`src/rtl/tdba_pkg.sv`:
```
package tdba_pkg;

  localparam int NUM_LEVELS  = 3;
  localparam int SLOT_W      = 10;
  localparam int UNITS_W     = 11;
  localparam int ADDR_W      = 32;
  localparam int BYTES_W     = 18;
  localparam int REQ_W       = 8;
  localparam int STATUS_W    = 2;
  localparam int LEVEL_W     = 2;
  localparam int CFG_IDX_W   = 3;
  localparam int QUEUE_DEPTH = 2;

  // request opcodes
  localparam logic OP_ALLOC = 1'b0;
  localparam logic OP_FREE  = 1'b1;

  // result status codes
  localparam logic [STATUS_W-1:0] STATUS_DONE      = 2'd0;
  localparam logic [STATUS_W-1:0] STATUS_NO_BUF    = 2'd1;
  localparam logic [STATUS_W-1:0] STATUS_TOO_LARGE = 2'd2;

  // size classes
  localparam logic [LEVEL_W-1:0] LEVEL_0 = 2'd0;
  localparam logic [LEVEL_W-1:0] LEVEL_1 = 2'd1;
  localparam logic [LEVEL_W-1:0] LEVEL_2 = 2'd2;

  // configuration register indexes
  localparam logic [CFG_IDX_W-1:0] REG_REGION_BASE  = 3'd0;
  localparam logic [CFG_IDX_W-1:0] REG_LEVEL1_BASE  = 3'd1;
  localparam logic [CFG_IDX_W-1:0] REG_LEVEL2_BASE  = 3'd2;
  localparam logic [CFG_IDX_W-1:0] REG_LEVEL0_UNITS = 3'd3;
  localparam logic [CFG_IDX_W-1:0] REG_LEVEL1_UNITS = 3'd4;
  localparam logic [CFG_IDX_W-1:0] REG_LEVEL2_UNITS = 3'd5;

  typedef logic [LEVEL_W-1:0] level_t;

  // classified request as it leaves the front end
  typedef struct packed {
    logic              is_free;
    logic              too_large;
    level_t            level;
    logic [SLOT_W-1:0] slot;
  } req_t;

  typedef struct packed {
    logic [NUM_LEVELS-1:0][ADDR_W-1:0]  base;
    logic [NUM_LEVELS-1:0][UNITS_W-1:0] units;
  } cfg_t;

endpackage

```
`src/rtl/tdba_queue.sv`:
```
module tdba_queue (
  input  logic           clk,
  input  logic           rst_n,
  input  logic           push_valid,
  output logic           push_full,
  input  tdba_pkg::req_t push_item,
  output logic           pop_valid,
  input  logic           pop,
  output tdba_pkg::req_t pop_item
);

  localparam int QD  = tdba_pkg::QUEUE_DEPTH;
  localparam int QPW = (QD > 1) ? $clog2(QD) : 1;
  localparam int QCW = $clog2(QD + 1);

  tdba_pkg::req_t       entry_r [QD];
  logic [QPW-1:0]       wr_ptr_r, wr_ptr_nxt;
  logic [QPW-1:0]       rd_ptr_r, rd_ptr_nxt;
  logic [QCW-1:0]       count_r, count_nxt;
  logic                 do_push, do_pop;

  assign push_full = (count_r == QCW'(QD));
  assign pop_valid = (count_r != '0);
  assign pop_item  = entry_r[rd_ptr_r];
  assign do_push   = push_valid & ~push_full;
  assign do_pop    = pop & pop_valid;

  always_comb begin
    wr_ptr_nxt = wr_ptr_r;
    rd_ptr_nxt = rd_ptr_r;
    count_nxt  = count_r;
    if (do_push) begin
      wr_ptr_nxt = (wr_ptr_r == QPW'(QD - 1)) ? '0 : wr_ptr_r + 1'b1;
    end
    if (do_pop) begin
      rd_ptr_nxt = (rd_ptr_r == QPW'(QD - 1)) ? '0 : rd_ptr_r + 1'b1;
    end
    if (do_push && !do_pop) begin
      count_nxt = count_r + 1'b1;
    end else if (do_pop && !do_push) begin
      count_nxt = count_r - 1'b1;
    end
  end

  always_ff @(posedge clk) begin
    if (!rst_n) begin
      wr_ptr_r <= '0;
      rd_ptr_r <= '0;
      count_r  <= '0;
    end else begin
      wr_ptr_r <= wr_ptr_nxt;
      rd_ptr_r <= rd_ptr_nxt;
      count_r  <= count_nxt;
    end
    if (do_push) begin
      entry_r[wr_ptr_r] <= push_item;
    end
  end

endmodule

```
`config.mk`:
```
export PLATFORM = sky130hd
export DESIGN_NAME = tdba_queue
export DESIGN_NICKNAME = d
export VERILOG_FILES = /design/src/rtl/tdba_pkg.sv /design/src/rtl/tdba_queue.sv
export SDC_FILE = /design/constraint.sdc
export NUM_CORES = 1
export LEC_CHECK = 0
export BUFFER_PORTS_ARGS = -buffer_cell sky130_fd_sc_hd__buf_2
export CORE_UTILIZATION = 45
export DETAILED_ROUTE_END_ITERATION = 12
export PLACE_DENSITY = 0.73
export SETUP_SLACK_MARGIN = 0.02
export SYNTH_ARGS = -nofsm -noshare
export SYNTH_HDL_FRONTEND = slang
export SYNTH_SLANG_ARGS = --single-unit
```
`constraint.sdc`:
```
create_clock -name clk -period 1.6 [get_ports clk]
set_input_delay 0.24 -clock clk [delete_from_list [all_inputs] [get_ports clk]]
set_output_delay 0.24 -clock clk [all_outputs]
set_load 0.02 [all_outputs]
```
==> flow_metrics.env <==
export IMPL_nets=133
export IMPL_setup_slack_ns=0.04394
export IMPL_cts_tree="yes"
export IMPL_grt_max_degree=11
export IMPL_numClockSinks=33
export IMPL_seq_area_um2=947.2
export IMPL_viasPerCell=4.986
export IMPL_die_h_um=54.49
export IMPL_gp_congestion=0.7956
export IMPL_holdWs_ns=0.08949
export IMPL_crit_fanout=8
export IMPL_hold_violations=0
export IMPL_startpoint_type="register"
export IMPL_firstDrtPassIters=4
export IMPL_fmax_mhz=642.7
export IMPL_drt_wl_total_um=2210
export IMPL_hp_class="in2reg"
export IMPL_fin_skew_ns=0.007964
export IMPL_numCtsBuffers=5
export IMPL_multi_input_area_um2=327.8
export IMPL_outcome="completed"
export IMPL_clk_path_buf_depth=2
export IMPL_cts_root_buf="clkbuf_4"
export IMPL_p_leak_nw=0.6700
export IMPL_tightest_slew_ns=0.2738
export IMPL_drv_slew=0
export IMPL_drive_gt1_share_pct=60.53
export IMPL_rsz0062_at_grt="true"
export IMPL_dp_cells=136
export IMPL_syn_to_final_growth_pct=35.42
export IMPL_cts_hold_buf=0
export IMPL_netlist_instances=68
export IMPL_port_buffers=33
export IMPL_routedWlPerCell_um=15.35
export IMPL_via_count=718
export IMPL_critPathBufInv=2
export IMPL_h_tree_depth=2
export IMPL_drtAntennaViolNets=0
export IMPL_worstPathArrival_ns=1.32
export IMPL_syn_cell_area_um2=1240
export IMPL_relSlewSlack_pct=81.55
export IMPL_die_w_um=54.49
export IMPL_ios=34
export IMPL_drt_iter0_markers=12
export IMPL_grt_pass1_vias=746
export IMPL_drc=0
export IMPL_stdcell_count=144
export IMPL_grt_overflow_total=0
export IMPL_nFillCells=192
export IMPL_globalRouteTotalUtil_pct=16.61
export IMPL_rrSetupSlack_ns=0.06
export IMPL_yosysWarnings=0
export IMPL_critical_path_top_delay_family="flip-flops"
export IMPL_critical_path_class="reg2out"
export IMPL_grt_antenna_before_repair=0
export IMPL_diodes=0
export IMPL_vdd_drop_max_v=0.0009076
export IMPL_postPlaceCellArea_um2=1489
export IMPL_finalInstanceArea_um2=1679
export IMPL_setup_violations=0
export IMPL_syn_nets=87
export IMPL_synthDistinctLibCells=21
export IMPL_initial_utilization_pct=48.72
export IMPL_dp_hpwl_um=1491
export IMPL_layout_min_cycle_time_ns=1.556
export IMPL_finalCritPeriodShare_pct=97.25
export IMPL_clk_latency_ns=0.33
export IMPL_cap_violations=0
export IMPL_die_area_um2=2969
export IMPL_synth_avg_cell_area_um2=18.23
export IMPL_fp_coreArea_um2=2545
export IMPL_ys_ff_latch=33
export IMPL_crit_path_end_kind="output port"
export IMPL_crit_required_ns=1.36
export IMPL_rows=18
export IMPL_cp_slowest_cell="dfxtp_2"
export IMPL_p_per_area_nw_per_um2=1611
export IMPL_post_route_util_pct=65.98
export IMPL_grt_pass1_wl_um=3118
export IMPL_ys_seq_area_share_pct=75.88
export IMPL_pre_cts_ws_ns=0.03015
export IMPL_cp_slowest_stage_delay_ns=0.37
export IMPL_path_clk_slew_ns=0.10
export IMPL_path_cells="buf_8 > mux2_2 > buf_6"
==> path summary, 6_finish.rpt <==
path	startpoint	end	cells past startpoint
max	register	pop_item[2]	3
min	push_item[8]	entry_r[1][8]	1
max reg2reg	count_r[0]	count_r[1]	6
min reg2reg	count_r[1]	count_r[1]	2
==> per-layer routing <==
layer	track usage [%]	vias up	routed length (um)
met1	16.30	338	795
li1	-	347	-
met3	6.667	7	99
met5	0	-	0
met2	28.05	26	1233
met4	11.97	0	81
==> cells in the mapped netlist <==
cell | instances | area [um2]
or2_2 | 1 | 6.260
o21a_1 | 1 | 7.510
o21ai_0 | 1 | 5.000
ha_1 | 1 | 12.51
edfxtp_1 | 28 | 840.8
nand2b_1 | 1 | 6.260
inv_1 | 1 | 3.750
xnor2_1 | 2 | 17.52
and2_1 | 3 | 18.77
a21boi_1 | 1 | 7.510
o21ai_1 | 1 | 5.000
buf_2 | 1 | 5.000
or3_1 | 1 | 6.260
and3_1 | 1 | 6.260
a21boi_0 | 1 | 7.510
dfxtp_1 | 5 | 100.1
nor3_2 | 1 | 10.01
inv_2 | 1 | 3.750
nor2_1 | 1 | 3.750
xor2_1 | 1 | 8.760
mux2_2 | 14 | 157.7
==> flip-flops by register name, summed over array words and instances, names as in the netlist, named ones only <==
register / flops
count_r: 2
entry_r: 28
rd_ptr_r: 1
wr_ptr_r: 1
==> worst register-to-register path, stage by stage, from the launching register on <==
cell and delay (ns):
dfxtp_4 0.37, nand2b_4 0.15, inv_2 0.06, nor2_1 0.04
ha_1 0.31, or3_4 0.39, a21boi_2 0.16
==> power by group <==
part	internal (mW)	switching (mW)
Clock	0.161	0.253
Sequential	1.10	0.0740
Combinational	0.597	0.521
==> logic make-up (layout without fill, tap and decap cells) <==
| group | after synthesis | count (layout) | synth area share [%] |
|---|---|---|---|
| DFF | 33 | 33 | 75.88 |
| muxes | 14 | 14 | 12.71 |
| and+or+nand+nor | 9 | 9 | 4.643 |
| AOI/OAI and AO/OA | 5 | 5 | 2.624 |
| xor gates and xnor gates | 3 | 3 | 2.119 |
| buffers and inverters | 3 | 49 | 1.008 |
| adders and majority gates | 1 | 1 | 1.009 |
==> stage by stage <==
stage / setup TNS (ns) / total power, mW
3_3_place_gp: 0 / 1.996
5_1_grt: -0.03394 / 2.851
4_1_cts: 0 / 2.507
2_1_floorplan: 0 / 1.741
6_report: 0 / 2.706
3_5_place_dp: 0 / 2.025
==> layout make-up <==
cell class | count | area share, %
Clock buffer | 6 | 2.459
Multi-Input combinational cell | 32 | 19.52
Clock inverter | 1 | 0.2981
Sequential cell | 33 | 56.41
Timing Repair Buffer | 40 | 18.63
Inverter | 2 | 0.4471
Tap cell | 30 | 2.235
==> cells in the final DEF, fill, tap and decap left out, types with 2 or more instances in the layout <==
cell,netlist,final
clkbuf_4,0,5
mux2_2,14,9
dfxtp_2,0,2
dfxtp_1,5,2
xnor2_1,2,2
and2_1,3,3
mux2_4,0,5
buf_6,0,14
buf_2,1,19
buf_4,0,6
edfxtp_1,28,28
==> repair_timing <==
item,4_1_cts,5_1_grt
setup buffers,0,1
hold endpoints to repair,0,0
setup endpoints to repair,12,15
gates resized for setup,6,36
Note: power is estimated with default switching activity, not from simulation.
