**src/rtl/tdba_pkg.sv**
```systemverilog
package tdba_pkg;

  localparam int NUM_LEVELS  = 3;
  localparam int SLOT_W      = 10;
  localparam int UNITS_W     = 11;
  localparam int ADDR_W      = 32;
  localparam int BYTES_W     = 18;
  localparam int REQ_W       = 8;
  localparam int STATUS_W    = 2;
  localparam int LEVEL_W     = 2;
  localparam int CFG_IDX_W   = 3;
  localparam int QUEUE_DEPTH = 2;

  // request opcodes
  localparam logic OP_ALLOC = 1'b0;
  localparam logic OP_FREE  = 1'b1;

  // result status codes
  localparam logic [STATUS_W-1:0] STATUS_DONE      = 2'd0;
  localparam logic [STATUS_W-1:0] STATUS_NO_BUF    = 2'd1;
  localparam logic [STATUS_W-1:0] STATUS_TOO_LARGE = 2'd2;

  // size classes
  localparam logic [LEVEL_W-1:0] LEVEL_0 = 2'd0;
  localparam logic [LEVEL_W-1:0] LEVEL_1 = 2'd1;
  localparam logic [LEVEL_W-1:0] LEVEL_2 = 2'd2;

  // configuration register indexes
  localparam logic [CFG_IDX_W-1:0] REG_REGION_BASE  = 3'd0;
  localparam logic [CFG_IDX_W-1:0] REG_LEVEL1_BASE  = 3'd1;
  localparam logic [CFG_IDX_W-1:0] REG_LEVEL2_BASE  = 3'd2;
  localparam logic [CFG_IDX_W-1:0] REG_LEVEL0_UNITS = 3'd3;
  localparam logic [CFG_IDX_W-1:0] REG_LEVEL1_UNITS = 3'd4;
  localparam logic [CFG_IDX_W-1:0] REG_LEVEL2_UNITS = 3'd5;

  typedef logic [LEVEL_W-1:0] level_t;

  // classified request as it leaves the front end
  typedef struct packed {
    logic              is_free;
    logic              too_large;
    level_t            level;
    logic [SLOT_W-1:0] slot;
  } req_t;

  typedef struct packed {
    logic [NUM_LEVELS-1:0][ADDR_W-1:0]  base;
    logic [NUM_LEVELS-1:0][UNITS_W-1:0] units;
  } cfg_t;

endpackage

```
**src/rtl/tdba_front.sv**
```systemverilog
module tdba_front #(
  parameter int LEVEL0_BLOCKS = 1,
  parameter int LEVEL1_BLOCKS = 8,
  parameter int LEVEL2_BLOCKS = 32,
  parameter int BLOCK_BYTES   = 4096
) (
  input  logic                             clk,
  input  logic                             rst_n,
  input  logic                             in_valid,
  output logic                             in_stall,
  input  logic                             in_op,
  input  logic [tdba_pkg::REQ_W-1:0]       in_request_blocks,
  input  logic [tdba_pkg::BYTES_W-1:0]     in_buffer_bytes,
  input  logic [tdba_pkg::SLOT_W-1:0]      in_buffer_slot,
  output logic                             push_valid,
  input  logic                             push_full,
  output tdba_pkg::req_t                   push_item
);

  localparam logic [31:0] UNIT_BYTES0 = 32'(LEVEL0_BLOCKS * BLOCK_BYTES);
  localparam logic [31:0] UNIT_BYTES1 = 32'(LEVEL1_BLOCKS * BLOCK_BYTES);
  localparam logic [31:0] UNIT_BYTES2 = 32'(LEVEL2_BLOCKS * BLOCK_BYTES);
  localparam logic [31:0] BLOCKS0     = 32'(LEVEL0_BLOCKS);
  localparam logic [31:0] BLOCKS1     = 32'(LEVEL1_BLOCKS);
  localparam logic [31:0] BLOCKS2     = 32'(LEVEL2_BLOCKS);

  logic           valid_r, valid_nxt;
  tdba_pkg::req_t item_r, item_nxt;
  logic [31:0]    size_w;
  logic [31:0]    lim0, lim1, lim2;
  logic           load;

  assign in_stall   = valid_r & push_full;
  assign load       = in_valid & ~in_stall;
  assign push_valid = valid_r;
  assign push_item  = item_r;

  // free sizes by bytes, allocations by blocks
  always_comb begin
    item_nxt         = '0;
    item_nxt.is_free = (in_op == tdba_pkg::OP_FREE);
    item_nxt.slot    = in_buffer_slot;
    if (item_nxt.is_free) begin
      size_w = 32'(in_buffer_bytes);
      lim0   = UNIT_BYTES0;
      lim1   = UNIT_BYTES1;
      lim2   = UNIT_BYTES2;
    end else begin
      size_w = 32'(in_request_blocks);
      lim0   = BLOCKS0;
      lim1   = BLOCKS1;
      lim2   = BLOCKS2;
    end
    if (size_w <= lim0) begin
      item_nxt.level = tdba_pkg::LEVEL_0;
    end else if (size_w <= lim1) begin
      item_nxt.level = tdba_pkg::LEVEL_1;
    end else if (size_w <= lim2) begin
      item_nxt.level = tdba_pkg::LEVEL_2;
    end else begin
      item_nxt.too_large = 1'b1;
    end
  end

  assign valid_nxt = load | (valid_r & push_full);

  always_ff @(posedge clk) begin
    if (!rst_n) begin
      valid_r <= 1'b0;
    end else begin
      valid_r <= valid_nxt;
    end
    if (load) begin
      item_r <= item_nxt;
    end
  end

endmodule

```
**config.mk**
```make
export PLATFORM = sky130hd
export DESIGN_NAME = tdba_front
export DESIGN_NICKNAME = d
export VERILOG_FILES = /design/src/rtl/tdba_pkg.sv /design/src/rtl/tdba_front.sv
export SDC_FILE = /design/constraint.sdc
export NUM_CORES = 1
export LEC_CHECK = 0
export ABC_CLOCK_PERIOD_IN_PS = 1450
export BUFFER_PORTS_ARGS = -buffer_cell sky130_fd_sc_hd__buf_2
export CAP_MARGIN = 20
export CORE_MARGIN = 1
export CORE_UTILIZATION = 36
export CTS_BUF_LIST = sky130_fd_sc_hd__clkbuf_2 sky130_fd_sc_hd__clkbuf_4 sky130_fd_sc_hd__clkbuf_8
export DETAILED_ROUTE_END_ITERATION = 12
export PLACE_DENSITY = 0.82
export SLEW_MARGIN = 10
export SYNTH_ARGS = -nofsm -noshare
export SYNTH_HDL_FRONTEND = slang
export SYNTH_SLANG_ARGS = --single-unit
```
**constraint.sdc**
```tcl
create_clock -name clk -period 1.45 [get_ports clk]
set_input_delay 0.29 -clock clk [delete_from_list [all_inputs] [get_ports clk]]
set_output_delay 0.29 -clock clk [all_outputs]
set_load 0.02 [all_outputs]
```
==> impl_metrics.toml, run 1 <==
[outcome]
outcome = "finished, final reports clean"

[route]
routedWlPerCell_um = 11.3
ant_nets = 0
detail_route.first_pass.iterations = 4
num_vias = 699
wl_um = 1600
drc = 0
drt_iter0_markers = 9
via_per_inst = 4.92

[yosys]
synthArstFlopShare_pct = 0
yosysTopAreaCell = "edfxtp_1"
syn_area_per_cell_um2 = 13.9
yosysMostFrequentCell = "edfxtp_1"
netlist_area_um2 = 749
syn_nets = 95
synthCells = 54
synthTopCellsByCount = "edfxtp_1, nor3_1, nor4_1"
synth-edff-count = 14
ys_warn_count = 0
synth_top_area_share_pct = 56.1
yosysSeqAreaShare_pct = 58.8
synth_ff_type = "edfxtp_1"
yosys.cell_types.count = 30
ys_ff_latch = 15
synthTopCellsByArea = "edfxtp_1, nor3_1, nor3b_2"

[grt]
use_met3_pct = 3.77
grt_overflow = 0
grt_max_degree = 18
grt_pass1_wl_um = 2210
grt.met1_usage_pct = 16.8
grt_pass1_vias = 526
antenna_found_initial = 0
grtUsageMet2_pct = 23.8
grtUsageTotal_pct = 14.2
top_usage_layer = "met2"

[place]
dpl.hpwl_um = 1350
portBuffers = 56
preCtsSetupSlack_ns = -0.222
gp_congestion = 0.840

[cells_and_area]
final_nets = 157
fillCellCount = 184
multi_input_comb_area_um2 = 289
n_antenna_cell = 0
regArea_um2 = 440
drive_gt1_share_pct = 62.6
syn_to_final_growth_pct = 46.7
postLayoutCoreUtil_pct = 56.1

[hold_path]
hold_path_depth = 1
hp-class = "in2reg"

[power]
power_switching_uw = 226
seqPwrFrac_pct = 54.0
sw_frac_of_total_pct = 24.0
clockPowerShare_pct = 25.4
finalPower_uw = 942
p_leak_nw = 0.469
ir_worst_vdd_mv = 0.350
intPower_uw = 716
comb_power_share_pct = 20.7
p_per_area_mw_per_mm2 = 857

[worst_setup_path]
r2r_cells = 3
path_class = "in2reg"
crit_path_start_kind = "input pin"
slowest_stage = "nor4b_2"
critPathCaptureType = "flip-flop"
worstPathCellList = "buf_2 > nor4b_2 > o221ai_1 > nor4_2 > nor3_1"
cp_slowest_stage_delay_ns = 0.31
cp.buffers_inverters = 1
cp_data_required_time_ns = 1.46
crit_family = "simple AND/OR/NAND/NOR gates"
cp.arrival_ns = 1.42
crit_fanout = 17
path_depth = 5

[floorplanning]
fp.dieH_um = 47.6
ios = 57
initial_core_util_pct = 38.2
dieArea_mm2 = 0.00227
fp.dieW_um = 47.6
core_area_mm2 = 0.00196
core.rowCount = 16

[timing]
relSlewSlack_pct = 74.9
setup_viol = 0
rsz0062_at_grt = "no"
finalHoldViolCount = 0
clock.fmax_ghz = 0.713
finalCritPeriodShare_pct = 96.8
worst_pin_slew_ns = 0.373
clock_skew_ns = 0.000615
setup_slack_ns = 0.0467
report.final.slew_viol_count = 0
period_minus_slack_ns = 1.40
fin_tns_setup_ns = 0

[cts]
cts_resized = 0
cts_tree = "done"
h-tree-depth = 1
clock_path_buffers = 2
worstSkewPairLatency_ns = 0.27
cts_sinks = 15
cts_buffers = 3
post-cts-setup-buffers = 0
root_buffer = "clkbuf_4"
holdBufCountCts = 0
clkTransAtPathRegs_ns = 0.08

[job]
cap_violations = 0
kinds of logic after synthesis:
family,synth area share [%]
AND/OR/NAND/NOR,21.2
flip-flops,58.8
AO/OA/AOI/OAI,13.7
buffers and inverters,3.00
multiplexers,3.34
worst paths after layout:
kind | from | slack [ns] | end
worst min-delay path | in_buffer_slot[7] | 0.19 | push_item[7]
worst max register to register | push_valid | 0.34 | push_item[11]
worst max-delay path | in_op | 0.05 | push_item[12]
worst min register to register | push_valid | 0.65 | push_valid
per-stage QoR:
step	hold WS, ns	std cells	instance area (um2)
floorplan	0.389	54	752
global placement	0.470	138	1070
detailed placement	0.468	138	1070
CTS	0.181	142	1100
global route	0.173	142	1100
finish	0.193	142	1100
metal layers:
metal,up-vias,part of all wire [%]
met5,-,0
li1,350,-
met2,51,44
met4,0,0
met1,298,43
met3,0,13
layout make-up:
class                           instances  area share [%]
Sequential cell                        15            40.0
Tap cell                               27            3.07
Multi-Input combinational cell         36            26.3
Clock buffer                            4            2.73
Timing Repair Buffer                   59            27.5
Inverter                                1           0.341
worst reg2reg max path, stage by stage, from the launching register on:
cell     delay [ns]
dfxtp_1        0.31
and2_1         0.18
nor2b_2        0.11
buf_4          0.22
placed cells by master, fill, tap and decap left out:
master	n
buf_2	56
edfxtp_1	14
nor3_1	5
nor4_1	4
clkbuf_4	4
buf_4	3
nor4_2	2
nor3b_2	2
nor3b_1	2
and2_1	1
nor2b_2	1
o21a_1	1
a21oi_2	1
mux2_4	1
mux2i_1	1
a211oi_1	1
nor4b_2	1
o31ai_2	1
o221ai_1	1
nor2b_1	1
o41ai_1	1
nor2_1	1
or3_1	1
a21oi_1	1
a31oi_1	1
o21ai_0	1
inv_1	1
a2bb2oi_1	1
a21boi_0	1
o22ai_1	1
o32a_1	1
dfxtp_1	1
registers in the layout, summed over array words and instances, names as in the netlist:
| signal | count |
|---|---|
| push_item | 14 |
| push_valid | 1 |
power by group through the flow:
stage / sequential (mW) / combinational [mW] / clock [mW]
2_1_floorplan: 0.554 / 0.0610 / 0
3_3_place_gp: 0.518 / 0.191 / 0
3_5_place_dp: 0.519 / 0.195 / 0
4_1_cts: 0.509 / 0.195 / 0.249
5_1_grt: 0.512 / 0.212 / 0.269
6_report: 0.509 / 0.195 / 0.239
Power figures use the tool's default switching activity.
==> run 2: changes to the inputs <==
CELL_PAD_IN_SITES_DETAIL_PLACEMENT = 0   (was not set)
CELL_PAD_IN_SITES_GLOBAL_PLACEMENT = 1   (was not set)
CORE_UTILIZATION = 26   (was 36)
==> run 2 against run 1 <==
Final area did not move. Clock power barely moved. Hold slack got worse by 0.0041 ns. Register-to-register slack barely moved. Wire length rose by 3.9%. Sequential power barely moved. Critical endpoint is now push_item[11]. Highest routed layer unchanged.
==> impl_metrics.toml, run 2 (synthesis results as in run 1) <==
[outcome]
outcome = "finished, final reports clean"

[power]
p_leak_nw = 0.465
comb_power_share_pct = 20.5
seqPwrFrac_pct = 53.8
ir_worst_vdd_mv = 0.459
power_switching_uw = 228
sw_frac_of_total_pct = 24.1
p_per_area_mw_per_mm2 = 858
clockPowerShare_pct = 25.7
intPower_uw = 716

[floorplanning]
core_area_mm2 = 0.00273
core.rowCount = 19
initial_core_util_pct = 27.4
fp.dieH_um = 55.7
ios = 57
dieArea_mm2 = 0.00310
fp.dieW_um = 55.7

[timing]
finalCritPeriodShare_pct = 92.8
hold_ws_ns = 0.189
clock.fmax_ghz = 0.743
period_minus_slack_ns = 1.35
rsz0062_at_grt = "no"
worst_pin_slew_ns = 0.320
relSlewSlack_pct = 78.4
finalHoldViolCount = 0
report.final.slew_viol_count = 0
setup_viol = 0
clock_skew_ns = 0.00221

[cells_and_area]
largest_reg_flops = 14
multi_input_comb_area_um2 = 289
regArea_um2 = 440
drive_gt1_share_pct = 62.3
finalInstanceArea_mm2 = 0.00110
final_nets = 156
fillCellCount = 262
n_antenna_cell = 0
layout_common_cells = "buf_2, edfxtp_1, nor3_1, clkbuf_4, nor4_1"
syn_to_final_growth_pct = 46.7
final_common_cell = "buf_2"

[grt]
grtUsageTotal_pct = 11.0
grt_pass1_wl_um = 2710
grt_overflow = 0
antenna_found_initial = 0
grt_pass1_vias = 619
grt_max_degree = 19

[route]
num_vias = 694
routedWlPerCell_um = 11.5
drt_iter0_markers = 11
wl_um = 1660
drc = 0
detail_route.first_pass.iterations = 4
via_per_inst = 4.79
ant_nets = 0

[cts]
root_buffer = "clkbuf_4"
cts_sinks = 15
holdBufCountCts = 0
clock_path_buffers = 2
clkTransAtPathRegs_ns = 0.08
cts_tree = "done"
cts_buffers = 3
h-tree-depth = 1
worstSkewPairLatency_ns = 0.27

[worst_setup_path]
r2r_start = "push_valid"
cp_data_required_time_ns = 1.48
crit_family = "compound AO/OA/AOI/OAI gates"
crit_path_start = "in_op"
cp_slowest_stage_delay_ns = 0.35
path_class = "in2reg"
crit_path_end = "push_item[11]"
crit_fanout = 18
cp.buffers_inverters = 1
r2r_cells = 3
critPathCaptureType = "flip-flop"
path_depth = 5
rrSetupSlack_ns = 0.34
crit_path_start_kind = "input pin"
regToRegEndpoint = "push_item[7]"
worstPathCellList = "clkbuf_4 > nor3b_2 > o221ai_1 > nor4_2 > o32a_1"
cp.arrival_ns = 1.37
slowest_stage = "o32a_1"

[hold_path]
hp-class = "in2reg"

[place]
portBuffers = 56
post_dp_cell_area_mm2 = 0.00107
dpl.hpwl_um = 1420
gp_congestion = 0.781

[job]
cap_violations = 0
## run 2: cell count changes in the layout (fill, tap and decap cells not counted), sizes merged
cell,delta
clkbuf,+1
buf,-2
## run 2: what timing repair did
action                                  CTS  global route
hold endpoints to repair                  0             0
resized for setup                         0             1
endpoints found under the setup margin    0             1
setup buffers                             0             0
## run 2: per-layer routing
metal  wire, um  GRT usage (%)  up-vias
li1           -              -      349
met1        699           12.6      302
met2        789           19.3       43
met3        174           2.33        0
met4          0           5.36        0
met5          0              0        -
## run 2: how the worst min path moves through the flow
stage	start	cells past startpoint	endpoint
global route	in_buffer_slot[8]	1	push_item[8]
floorplan	in_buffer_slot[0]	0	push_item[0]
CTS	in_buffer_slot[7]	1	push_item[7]
global placement	in_buffer_slot[8]	1	push_item[8]
finish	in_buffer_slot[8]	1	push_item[8]
detailed placement	in_buffer_slot[8]	1	push_item[8]
## run 2: through the flow
step	worst slack, ns	power [mW]	util [%]	setup TNS [ns]	instances
final	0.105	0.943	40.2	0	145
after global routing	0.0637	0.995	40.2	0	145
after CTS	0.0731	0.960	40.1	0	145
after detailed placement	-0.219	0.712	39.0	-0.609	141
after global placement	-0.136	0.710	39.0	-0.404	141
after floorplan	0.000779	0.615	-	0	54
## run 2: final cells by class
cell class	instances	share of cell area, %
flip-flops and latches	15	40.0
repair buffers	58	27.1
multi-input cells	36	26.3
well taps	31	3.53
clock buffers	4	2.73
inverters	1	0.341
## run 2: power groups by stage
stage / Sequential, mW / Combinational, mW / Clock, mW
after floorplan: 0.554 / 0.0610 / 0
after global placement: 0.518 / 0.191 / 0
after detailed placement: 0.518 / 0.194 / 0
after CTS: 0.508 / 0.195 / 0.257
after global routing: 0.510 / 0.208 / 0.276
final: 0.508 / 0.193 / 0.242
